## config.mk

```make
export PLATFORM = sky130hd
export DESIGN_NAME = round_robin_time_slice_scheduler_top
export DESIGN_NICKNAME = d
export VERILOG_FILES = /design/src/design/rrts_pkg.sv /design/src/design/rrts_slot_table.sv /design/src/design/rrts_seq.sv /design/src/design/round_robin_time_slice_scheduler_top.sv
export SDC_FILE = /design/constraint.sdc
export NUM_CORES = 1
export LEC_CHECK = 0
export BUFFER_PORTS_ARGS = -buffer_cell sky130_fd_sc_hd__buf_2
export CORE_ASPECT_RATIO = 1.4
export CORE_MARGIN = 2
export CORE_UTILIZATION = 44
export CTS_CLUSTER_SIZE = 14
export DETAILED_ROUTE_END_ITERATION = 16
export PLACE_DENSITY = 0.72
export SLEW_MARGIN = 20
export SYNTH_ARGS = -nofsm -noshare
export SYNTH_HDL_FRONTEND = slang
export SYNTH_SLANG_ARGS = --single-unit
```

## constraint.sdc

```tcl
create_clock -name clk -period 9.6 [get_ports clk]
set_input_delay 1.92 -clock clk [delete_from_list [all_inputs] [get_ports clk]]
set_output_delay 1.92 -clock clk [all_outputs]
set_load 0.005 [all_outputs]
```

## src/design/rrts_pkg.sv

```systemverilog
// Shared types, codes and sizes for the round-robin time-slice scheduler.
package rrts_pkg;

    localparam int SLOTS   = 16;
    localparam int IDX_W   = $clog2(SLOTS);
    localparam int SLICE_W = 6;

    // request codes
    localparam logic [2:0] REQ_CREATE  = 3'd0;
    localparam logic [2:0] REQ_TICK    = 3'd1;
    localparam logic [2:0] REQ_BLOCK   = 3'd2;
    localparam logic [2:0] REQ_UNBLOCK = 3'd3;
    localparam logic [2:0] REQ_ENTER   = 3'd4;
    localparam logic [2:0] REQ_EXIT    = 3'd5;

    // result codes
    localparam logic [2:0] RC_OK      = 3'd0;
    localparam logic [2:0] RC_FULL    = 3'd1;
    localparam logic [2:0] RC_NOPID   = 3'd2;
    localparam logic [2:0] RC_NOREADY = 3'd3;
    localparam logic [2:0] RC_NOTASK  = 3'd4;

    localparam logic [7:0]         PRIV_USER      = 8'd3;
    localparam logic [SLICE_W-1:0] PRIV_SLICE_RST = 6'd50;
    localparam logic [SLICE_W-1:0] USER_SLICE_RST = 6'd10;

    typedef enum logic [1:0] {
        ST_FREE    = 2'd0,
        ST_READY   = 2'd1,
        ST_PENDING = 2'd2
    } slot_st_t;

    // saved status uses the same encoding; free means nothing saved
    localparam slot_st_t SV_NONE = ST_FREE;

    typedef logic [IDX_W-1:0] idx_t;

    typedef struct packed {
        logic [2:0] req_type;
        logic [3:0] target_pid;
        logic [7:0] privilege;
    } cmd_t;

    typedef struct packed {
        logic [2:0] result_code;
        logic [3:0] new_pid;
        logic [3:0] running_pid;
        logic       running_valid;
        logic       switched;
    } rsp_t;

    typedef struct packed {
        logic               status_we;
        slot_st_t           status;
        logic               saved_we;
        slot_st_t           saved;
        logic               left_we;
        logic [SLICE_W-1:0] left;
        logic               dflt_we;
        logic [SLICE_W-1:0] dflt;
    } tbl_wr_t;

    typedef struct packed {
        slot_st_t           status;
        slot_st_t           saved;
        logic [SLICE_W-1:0] left;
        logic [SLICE_W-1:0] dflt;
    } tbl_rd_t;

endpackage

```

## src/design/rrts_slot_table.sv

```systemverilog
// Per-slot task table with a single read/write port.
module rrts_slot_table
(
    input  logic             clk,
    input  logic             rst_n,
    input  rrts_pkg::idx_t   addr,
    input  rrts_pkg::tbl_wr_t wr,
    output rrts_pkg::tbl_rd_t rd
);

    rrts_pkg::slot_st_t             status_reg [rrts_pkg::SLOTS];
    rrts_pkg::slot_st_t             saved_reg  [rrts_pkg::SLOTS];
    logic [rrts_pkg::SLICE_W-1:0]   left_reg   [rrts_pkg::SLOTS];
    logic [rrts_pkg::SLICE_W-1:0]   dflt_reg   [rrts_pkg::SLOTS];

    always_ff @(posedge clk or negedge rst_n)
    begin
        if (!rst_n)
        begin
            for (int i = 0; i < rrts_pkg::SLOTS; i++)
            begin
                status_reg[i] <= rrts_pkg::ST_FREE;
                saved_reg[i]  <= rrts_pkg::SV_NONE;
            end
        end
        else
        begin
            if (wr.status_we)
                status_reg[addr] <= wr.status;
            if (wr.saved_we)
                saved_reg[addr] <= wr.saved;
        end
    end

    // slice fields are only read for slots that create has filled
    always_ff @(posedge clk)
    begin
        if (wr.left_we)
            left_reg[addr] <= wr.left;
        if (wr.dflt_we)
            dflt_reg[addr] <= wr.dflt;
    end

    assign rd.status = status_reg[addr];
    assign rd.saved  = saved_reg[addr];
    assign rd.left   = left_reg[addr];
    assign rd.dflt   = dflt_reg[addr];

endmodule

```

## src/design/rrts_seq.sv

```systemverilog
// Request sequencer: walks the slot table one entry per cycle.
module rrts_seq
(
    input  logic                          clk,
    input  logic                          rst_n,
    input  logic                          start,
    input  rrts_pkg::cmd_t                cmd,
    output logic                          busy,
    input  logic [rrts_pkg::SLICE_W-1:0]  priv_slice,
    input  logic [rrts_pkg::SLICE_W-1:0]  user_slice,
    output rrts_pkg::idx_t                tbl_addr,
    output rrts_pkg::tbl_wr_t             tbl_wr,
    input  rrts_pkg::tbl_rd_t             tbl_rd,
    output logic                          done,
    output rrts_pkg::rsp_t                result
);

    typedef enum logic [1:0] {
        S_IDLE,
        S_OP,
        S_SCAN
    } state_t;

    localparam rrts_pkg::idx_t LAST_IDX = rrts_pkg::idx_t'(rrts_pkg::SLOTS - 1);

    function automatic rrts_pkg::idx_t idx_inc(rrts_pkg::idx_t i);
        return (i == LAST_IDX) ? '0 : i + rrts_pkg::idx_t'(1);
    endfunction

    state_t          state_reg, state_next;
    rrts_pkg::idx_t  idx_reg, idx_next;
    rrts_pkg::idx_t  org_reg, org_next;
    rrts_pkg::cmd_t  op_reg, op_next;
    rrts_pkg::idx_t  cur_reg, cur_next;
    logic            cv_reg, cv_next;
    logic            done_reg, done_next;
    rrts_pkg::rsp_t  result_reg, result_next;

    logic                          fin;
    logic [2:0]                    rc;
    rrts_pkg::idx_t                newp;
    logic                          tgt_ok;
    logic                          is_cur;
    logic [rrts_pkg::SLICE_W-1:0]  new_slice;

    assign tgt_ok    = int'(op_reg.target_pid) < rrts_pkg::SLOTS;
    assign is_cur    = cv_reg && (idx_reg == cur_reg);
    assign new_slice = (op_reg.privilege < rrts_pkg::PRIV_USER) ? priv_slice : user_slice;

    always_comb
    begin
        state_next = state_reg;
        idx_next   = idx_reg;
        org_next   = org_reg;
        op_next    = op_reg;
        cur_next   = cur_reg;
        cv_next    = cv_reg;
        tbl_addr   = idx_reg;
        tbl_wr     = '0;
        fin        = 1'b0;
        rc         = rrts_pkg::RC_OK;
        newp       = '0;

        case (state_reg)
            S_IDLE:
            begin
                if (start)
                begin
                    op_next    = cmd;
                    state_next = S_OP;
                    case (cmd.req_type)
                        rrts_pkg::REQ_TICK:    idx_next = cur_reg;
                        rrts_pkg::REQ_BLOCK,
                        rrts_pkg::REQ_UNBLOCK: idx_next = rrts_pkg::idx_t'(cmd.target_pid);
                        default:               idx_next = '0;
                    endcase
                end
            end

            S_OP:
            begin
                case (op_reg.req_type)
                    rrts_pkg::REQ_CREATE:
                    begin
                        if (tbl_rd.status == rrts_pkg::ST_FREE)
                        begin
                            tbl_wr.status_we = 1'b1;
                            tbl_wr.status    = rrts_pkg::ST_READY;
                            tbl_wr.saved_we  = 1'b1;
                            tbl_wr.saved     = rrts_pkg::SV_NONE;
                            tbl_wr.left_we   = 1'b1;
                            tbl_wr.left      = new_slice;
                            tbl_wr.dflt_we   = 1'b1;
                            tbl_wr.dflt      = new_slice;
                            newp             = idx_reg;
                            fin              = 1'b1;
                            if (!cv_reg)
                            begin
                                cur_next = idx_reg;
                                cv_next  = 1'b1;
                            end
                        end
                        else if (idx_reg == LAST_IDX)
                        begin
                            fin = 1'b1;
                            rc  = rrts_pkg::RC_FULL;
                        end
                        else
                            idx_next = idx_inc(idx_reg);
                    end

                    rrts_pkg::REQ_TICK:
                    begin
                        if (!cv_reg)
                        begin
                            fin = 1'b1;
                            rc  = rrts_pkg::RC_NOTASK;
                        end
                        else if (tbl_rd.left != '0)
                        begin
                            tbl_wr.left_we = 1'b1;
                            tbl_wr.left    = tbl_rd.left - rrts_pkg::SLICE_W'(1);
                            fin            = 1'b1;
                        end
                        else
                        begin
                            // expired: reload, then scan the slots after it
                            tbl_wr.left_we = 1'b1;
                            tbl_wr.left    = tbl_rd.dflt;
                            org_next       = idx_reg;
                            idx_next       = idx_inc(idx_reg);
                            state_next     = S_SCAN;
                        end
                    end

                    rrts_pkg::REQ_BLOCK:
                    begin
                        if (!tgt_ok || tbl_rd.status == rrts_pkg::ST_FREE)
                        begin
                            fin = 1'b1;
                            rc  = rrts_pkg::RC_NOPID;
                        end
                        else
                        begin
                            tbl_wr.status_we = 1'b1;
                            tbl_wr.status    = rrts_pkg::ST_PENDING;
                            org_next         = idx_reg;
                            idx_next         = idx_inc(idx_reg);
                            state_next       = S_SCAN;
                        end
                    end

                    rrts_pkg::REQ_UNBLOCK:
                    begin
                        fin = 1'b1;
                        if (!tgt_ok || tbl_rd.status == rrts_pkg::ST_FREE)
                            rc = rrts_pkg::RC_NOPID;
                        else
                        begin
                            tbl_wr.status_we = 1'b1;
                            tbl_wr.status    = rrts_pkg::ST_READY;
                        end
                    end

                    rrts_pkg::REQ_ENTER:
                    begin
                        if (tbl_rd.status != rrts_pkg::ST_FREE && !is_cur)
                        begin
                            tbl_wr.saved_we  = 1'b1;
                            tbl_wr.saved     = tbl_rd.status;
                            tbl_wr.status_we = 1'b1;
                            tbl_wr.status    = rrts_pkg::ST_PENDING;
                        end
                        if (idx_reg == LAST_IDX)
                            fin = 1'b1;
                        else
                            idx_next = idx_inc(idx_reg);
                    end

                    rrts_pkg::REQ_EXIT:
                    begin
                        if (tbl_rd.status != rrts_pkg::ST_FREE &&
                            tbl_rd.saved != rrts_pkg::SV_NONE && !is_cur)
                        begin
                            tbl_wr.status_we = 1'b1;
                            tbl_wr.status    = tbl_rd.saved;
                            tbl_wr.saved_we  = 1'b1;
                            tbl_wr.saved     = rrts_pkg::SV_NONE;
                        end
                        if (idx_reg == LAST_IDX)
                            fin = 1'b1;
                        else
                            idx_next = idx_inc(idx_reg);
                    end

                    default:
                        fin = 1'b1;
                endcase
            end

            S_SCAN:
            begin
                if (tbl_rd.status == rrts_pkg::ST_READY)
                begin
                    cur_next = idx_reg;
                    cv_next  = 1'b1;
                    fin      = 1'b1;
                    if (op_reg.req_type == rrts_pkg::REQ_BLOCK)
                    begin
                        tbl_wr.left_we = 1'b1;
                        tbl_wr.left    = tbl_rd.dflt;
                    end
                end
                else if (idx_reg == org_reg)
                begin
                    fin = 1'b1;
                    rc  = rrts_pkg::RC_NOREADY;
                end
                else
                    idx_next = idx_inc(idx_reg);
            end

            default:
                state_next = S_IDLE;
        endcase

        if (fin)
            state_next = S_IDLE;

        done_next                 = fin;
        result_next.result_code   = rc;
        result_next.new_pid       = 4'(newp);
        result_next.running_pid   = cv_next ? 4'(cur_next) : 4'd0;
        result_next.running_valid = cv_next;
        result_next.switched      = (cv_next != cv_reg) || (cv_next && cur_next != cur_reg);
    end

    always_ff @(posedge clk or negedge rst_n)
    begin
        if (!rst_n)
        begin
            state_reg  <= S_IDLE;
            idx_reg    <= '0;
            org_reg    <= '0;
            op_reg     <= '0;
            cur_reg    <= '0;
            cv_reg     <= 1'b0;
            done_reg   <= 1'b0;
            result_reg <= '0;
        end
        else
        begin
            state_reg <= state_next;
            idx_reg   <= idx_next;
            org_reg   <= org_next;
            op_reg    <= op_next;
            cur_reg   <= cur_next;
            cv_reg    <= cv_next;
            done_reg  <= done_next;
            if (fin)
                result_reg <= result_next;
        end
    end

    assign busy   = (state_reg != S_IDLE);
    assign done   = done_reg;
    assign result = result_reg;

endmodule

```

## src/design/round_robin_time_slice_scheduler_top.sv

```systemverilog
// Top level of the round-robin time-slice scheduler with its APB register port.
//
// A request transfer is taken when start is high and busy is low; busy then
// stays high until the request is finished. Each request answers with exactly
// one result, shown on result for a single cycle with done high, in the cycle
// in which busy drops; the receiver cannot stall it, so sample it when done is
// seen. A request walks the slot table through its one read/write port, one
// slot per cycle: unblock, a tick that only counts down, a tick with no task,
// a bad target and unknown requests visit a single slot; create walks up from
// slot 0 to the lowest free slot, or to the last when the table is full;
// enter and exit critical visit every slot; an expiring tick or a block
// visits its own slot, then scans the slots after it round to itself. A new
// request may be started in the cycle its result is shown. Slice lengths are
// written over APB: privileged_slice at byte 0, user_slice at byte 4; write
// them only while the scheduler is idle.
module round_robin_time_slice_scheduler_top
(
    input  logic           clk,
    input  logic           rst_n,
    // request / result
    input  logic           start,
    output logic           busy,
    input  rrts_pkg::cmd_t cmd,
    output logic           done,
    output rrts_pkg::rsp_t result,
    // APB register port
    input  logic           psel,
    input  logic           penable,
    input  logic           pwrite,
    input  logic [2:0]     paddr,
    input  logic [31:0]    pwdata,
    output logic [31:0]    prdata,
    output logic           pready
);

    localparam logic REG_PRIV_SLICE = 1'b0;
    localparam logic REG_USER_SLICE = 1'b1;

    logic [rrts_pkg::SLICE_W-1:0] priv_slice_reg;
    logic [rrts_pkg::SLICE_W-1:0] user_slice_reg;
    logic                         cfg_wr;

    rrts_pkg::idx_t    tbl_addr;
    rrts_pkg::tbl_wr_t tbl_wr;
    rrts_pkg::tbl_rd_t tbl_rd;

    // no wait states on the register port
    assign pready = 1'b1;
    assign cfg_wr = psel && penable && pwrite && pready;

    // register index comes from the word address bit; low bits are ignored
    always_ff @(posedge clk or negedge rst_n)
    begin
        if (!rst_n)
        begin
            priv_slice_reg <= rrts_pkg::PRIV_SLICE_RST;
            user_slice_reg <= rrts_pkg::USER_SLICE_RST;
        end
        else if (cfg_wr)
        begin
            case (paddr[2])
                REG_PRIV_SLICE: priv_slice_reg <= pwdata[rrts_pkg::SLICE_W-1:0];
                REG_USER_SLICE: user_slice_reg <= pwdata[rrts_pkg::SLICE_W-1:0];
                default:        ;
            endcase
        end
    end

    always_comb
    begin
        case (paddr[2])
            REG_PRIV_SLICE: prdata = 32'(priv_slice_reg);
            REG_USER_SLICE: prdata = 32'(user_slice_reg);
            default:        prdata = '0;
        endcase
    end

    // sequencer: decodes a request and steps through the slot table
    rrts_seq u_seq
    (
        .clk        (clk),
        .rst_n      (rst_n),
        .start      (start),
        .cmd        (cmd),
        .busy       (busy),
        .priv_slice (priv_slice_reg),
        .user_slice (user_slice_reg),
        .tbl_addr   (tbl_addr),
        .tbl_wr     (tbl_wr),
        .tbl_rd     (tbl_rd),
        .done       (done),
        .result     (result)
    );

    // status, saved status and slice counters of every slot
    rrts_slot_table u_table
    (
        .clk   (clk),
        .rst_n (rst_n),
        .addr  (tbl_addr),
        .wr    (tbl_wr),
        .rd    (tbl_rd)
    );

endmodule

```

==> results.json <==
{
  "wire_per_inst_um": 22.3,
  "crit_arrival_ps": 5670,
  "nets": 1037,
  "grt_max_degree": 72,
  "drt_iter0_drc": 640,
  "cts_hold_repair.buffers": 0,
  "crit_path_max_fanout": 41,
  "ant_nets": 0,
  "async_flop_share": 0.377,
  "antenna_cells": 0,
  "post_synth_num_cell_types": 86,
  "post-dp-hpwl_mm": 21.8,
  "grtUsageTotal": 0.190,
  "skew_ps": 10.5,
  "p_switching_uw": 1420,
  "crit_required_ps": 10030,
  "grt_antenna_before_repair": 0,
  "finalCritPeriodShare": 0.545,
  "final_hold_viol_count": 0,
  "holdCritStartpoint": "u_seq.result[12]$_DFFE_PN0P_",
  "firstDrtPassIters": 5,
  "min_period_ps": 5230,
  "rows": 78,
  "wl_mm": 32.0,
  "via_per_inst": 5.80,
  "port_buffers": 48,
  "end_kind": "register",
  "fin_tns_setup_ps": 0,
  "timing.hold.ws_ps": 471,
  "vias": 8302,
  "rr_startpoint": "u_seq.tbl_addr[0]$_DFFE_PN0P_",
  "grt_pass1_wl_mm": 49.2,
  "start_util": 0.446,
  "cts-root-buf": "clkbuf_16",
  "post_cts_buffers": 0,
  "cts_resized": 0,
  "place_congestion": 0.873,
  "final_cell_mix": "192 x edfxtp_1, 109 x dfrtp_1, 80 x mux2_2",
  "hold_path_depth": 2,
  "clockBufferDepth": 3,
  "status": "finished clean",
  "die-width_um": 157,
  "power.density_nw_per_um2": 260,
  "critPathKind": "reg -> reg",
  "seq_area_frac_synth": 0.603,
  "seqPwrFrac": 0.408,
  "clk_pin_slew_ps": 60,
  "place_ws_ps": 4300,
  "cts_tree": "done",
  "io_pins": 104,
  "synth_flop_cell": "edfxtp_1",
  "final_core_util": 0.488,
  "swShare": 0.345,
  "critPathLaunchType": "register",
  "maxCapViolCount": 0,
  "yosysWarnings": 0,
  "r2r_cells": 12,
  "clk_latency_ps": 560,
  "clockPowerShare": 0.260,
  "r2r_setup_slack_ps": 4370,
  "worst_pin_slew_ps": 1030,
  "die_h_um": 218,
  "layout-drive-gt1-share": 0.319,
  "leakagePower_uw": 0.00571,
  "slew-limit-headroom": 0.315,
  "cts_sinks": 308,
  "syn_inst": 936,
  "rsz0062_at_grt": "false",
  "grt_pass1_vias": 8471,
  "syn_to_final_growth_pct": 9.50,
  "cts_buffers": 28,
  "p_int_uw": 2690,
  "fmax_ghz": 0.191,
  "ir_drop_mv": 0.132,
  "hold_class": "reg -> reg",
  "netlist_area_um2": 14400,
  "drc": 0,
  "grt_overflow": 0,
  "synth-seq-cells": 308,
  "hold_end": "u_seq.result[12]$_DFFE_PN0P_",
  "final_common_cell": "edfxtp_1",
  "setup-violations-final": 0,
  "dieArea_um2": 34200,
  "p_comb_frac": 0.332,
  "avgSynthCellArea_um2": 15.4,
  "htree_levels": 1,
  "maxSlewViolCount": 0,
  "synth-edff-count": 192,
  "setup_slack_ps": 4370,
  "core_region_area_um2": 32300,
  "regToRegEndpoint": "u_seq.state_reg[0]$_DFFE_PN0P_"
}
-- cell families after synthesis --
group                    after synthesis  synth area share
AO/OA/AOI/OAI                        108            0.0578
XOR/XNOR                              11           0.00669
adder cells (fa/ha/maj)               12            0.0104
buffers and inverters                101            0.0416
flip-flops                           308             0.603
multiplexers                         185             0.203
other                                  2          0.000522
AND/OR/NAND/NOR                      209            0.0771
-- power by group through the flow --
| stage | registers, µW | clock network [µW] | logic [µW] |
|---|---|---|---|
| 2_1_floorplan | 1600 | 0 | 1120 |
| 3_3_place_gp | 1700 | 0 | 1340 |
| 3_5_place_dp | 1700 | 0 | 1350 |
| 4_1_cts | 1680 | 1090 | 1360 |
| 5_1_grt | 1690 | 1140 | 1470 |
| 6_report | 1670 | 1070 | 1360 |
-- layer usage --
metal | vias up | track usage | wire length (µm)
met5 | - | 0 | 0
met3 | 89 | 0.0246 | 1520
met2 | 304 | 0.337 | 17100
li1 | 3604 | - | -
met1 | 4305 | 0.220 | 11600
met4 | 0 | 0.108 | 1690
-- cells in the mapped netlist, types with 3 or more instances --
library cell,count,area share
and2_1,7,0.0030
buf_4,29,0.015
a31o_1,3,0.0018
nand3_2,9,0.0063
a22oi_1,4,0.0021
a32o_1,3,0.0021
a31oi_1,4,0.0017
nand4_1,5,0.0022
buf_6,10,0.0078
nand3_1,15,0.0052
nor2_1,61,0.016
mux2_2,80,0.063
edfxtp_1,192,0.40
buf_2,19,0.0066
mux4_2,71,0.11
a21oi_1,17,0.0059
nor2_2,7,0.0030
mux2_4,10,0.010
a31o_2,3,0.0018
nand2_1,52,0.014
mux2i_1,12,0.0083
xnor2_1,5,0.0030
o31ai_1,5,0.0026
o22ai_1,4,0.0017
inv_1,13,0.0034
inv_2,3,0.00078
ha_1,12,0.010
nor2b_1,10,0.0043
nor3_1,8,0.0028
clkbuf_1,19,0.0050
nor4b_1,3,0.0018
buf_1,6,0.0016
a21o_1,4,0.0021
a22o_1,11,0.0067
xor2_1,6,0.0037
o21ai_0,18,0.0063
o221ai_1,3,0.0018
dfstp_2,5,0.0091
a211oi_1,3,0.0016
dfrtp_1,111,0.19
mux2_1,10,0.0078
nand3b_1,4,0.0021
nor3b_1,6,0.0031
-- worst max-delay path, cell delays in order (launching register included) --
cell and delay [ps]:
dfrtp_4 760, buf_4 700, mux4_2 600, a221oi_1 660, ha_1 280, nand2_1 60, o2bb2ai_1 230, and4bb_2 460
a21oi_1 260, o41ai_4 340, buf_4 300, o21ai_1 110, mux2_1 320
-- worst max-delay path by stage --
stage / startpoint / to / slack (ps) / cells after the start
after detailed placement: u_seq.tbl_addr[0]$_DFFE_PN0P_ / u_table.left_reg[11][5]$_DFFE_PP_ / 4300 / 11
after CTS: u_seq.tbl_addr[0]$_DFFE_PN0P_ / u_table.left_reg[11][5]$_DFFE_PP_ / 4240 / 11
final: u_seq.tbl_addr[0]$_DFFE_PN0P_ / u_seq.state_reg[0]$_DFFE_PN0P_ / 4370 / 12
after global routing: u_seq.tbl_addr[0]$_DFFE_PN0P_ / u_seq.state_reg[0]$_DFFE_PN0P_ / 4030 / 12
after floorplan: paddr[2] / prdata[0] / 5150 / 2
after global placement: u_seq.tbl_addr[0]$_DFFE_PN0P_ / u_seq.state_reg[0]$_DFFE_PN0P_ / 4380 / 12
-- through the flow --
step / std cells / cell area (µm²) / power (µW)
global route: 1431 / 15800 / 4290
detailed placement: 1379 / 14900 / 3060
floorplan: 961 / 14500 / 2710
finish: 1431 / 15800 / 4100
CTS: 1431 / 15700 / 4120
global placement: 1379 / 14900 / 3040
-- area by class of cell --
cell class | count | area, µm²
Clock buffer | 44 | 836
Clock inverter | 8 | 43.8
Fill cell | 2680 | 16500
Inverter | 16 | 60.1
Multi-Input combinational cell | 552 | 5240
Sequential cell | 308 | 8680
Tap cell | 440 | 551
Timing Repair Buffer | 63 | 355
Note: power is estimated with default switching activity, not from simulation.
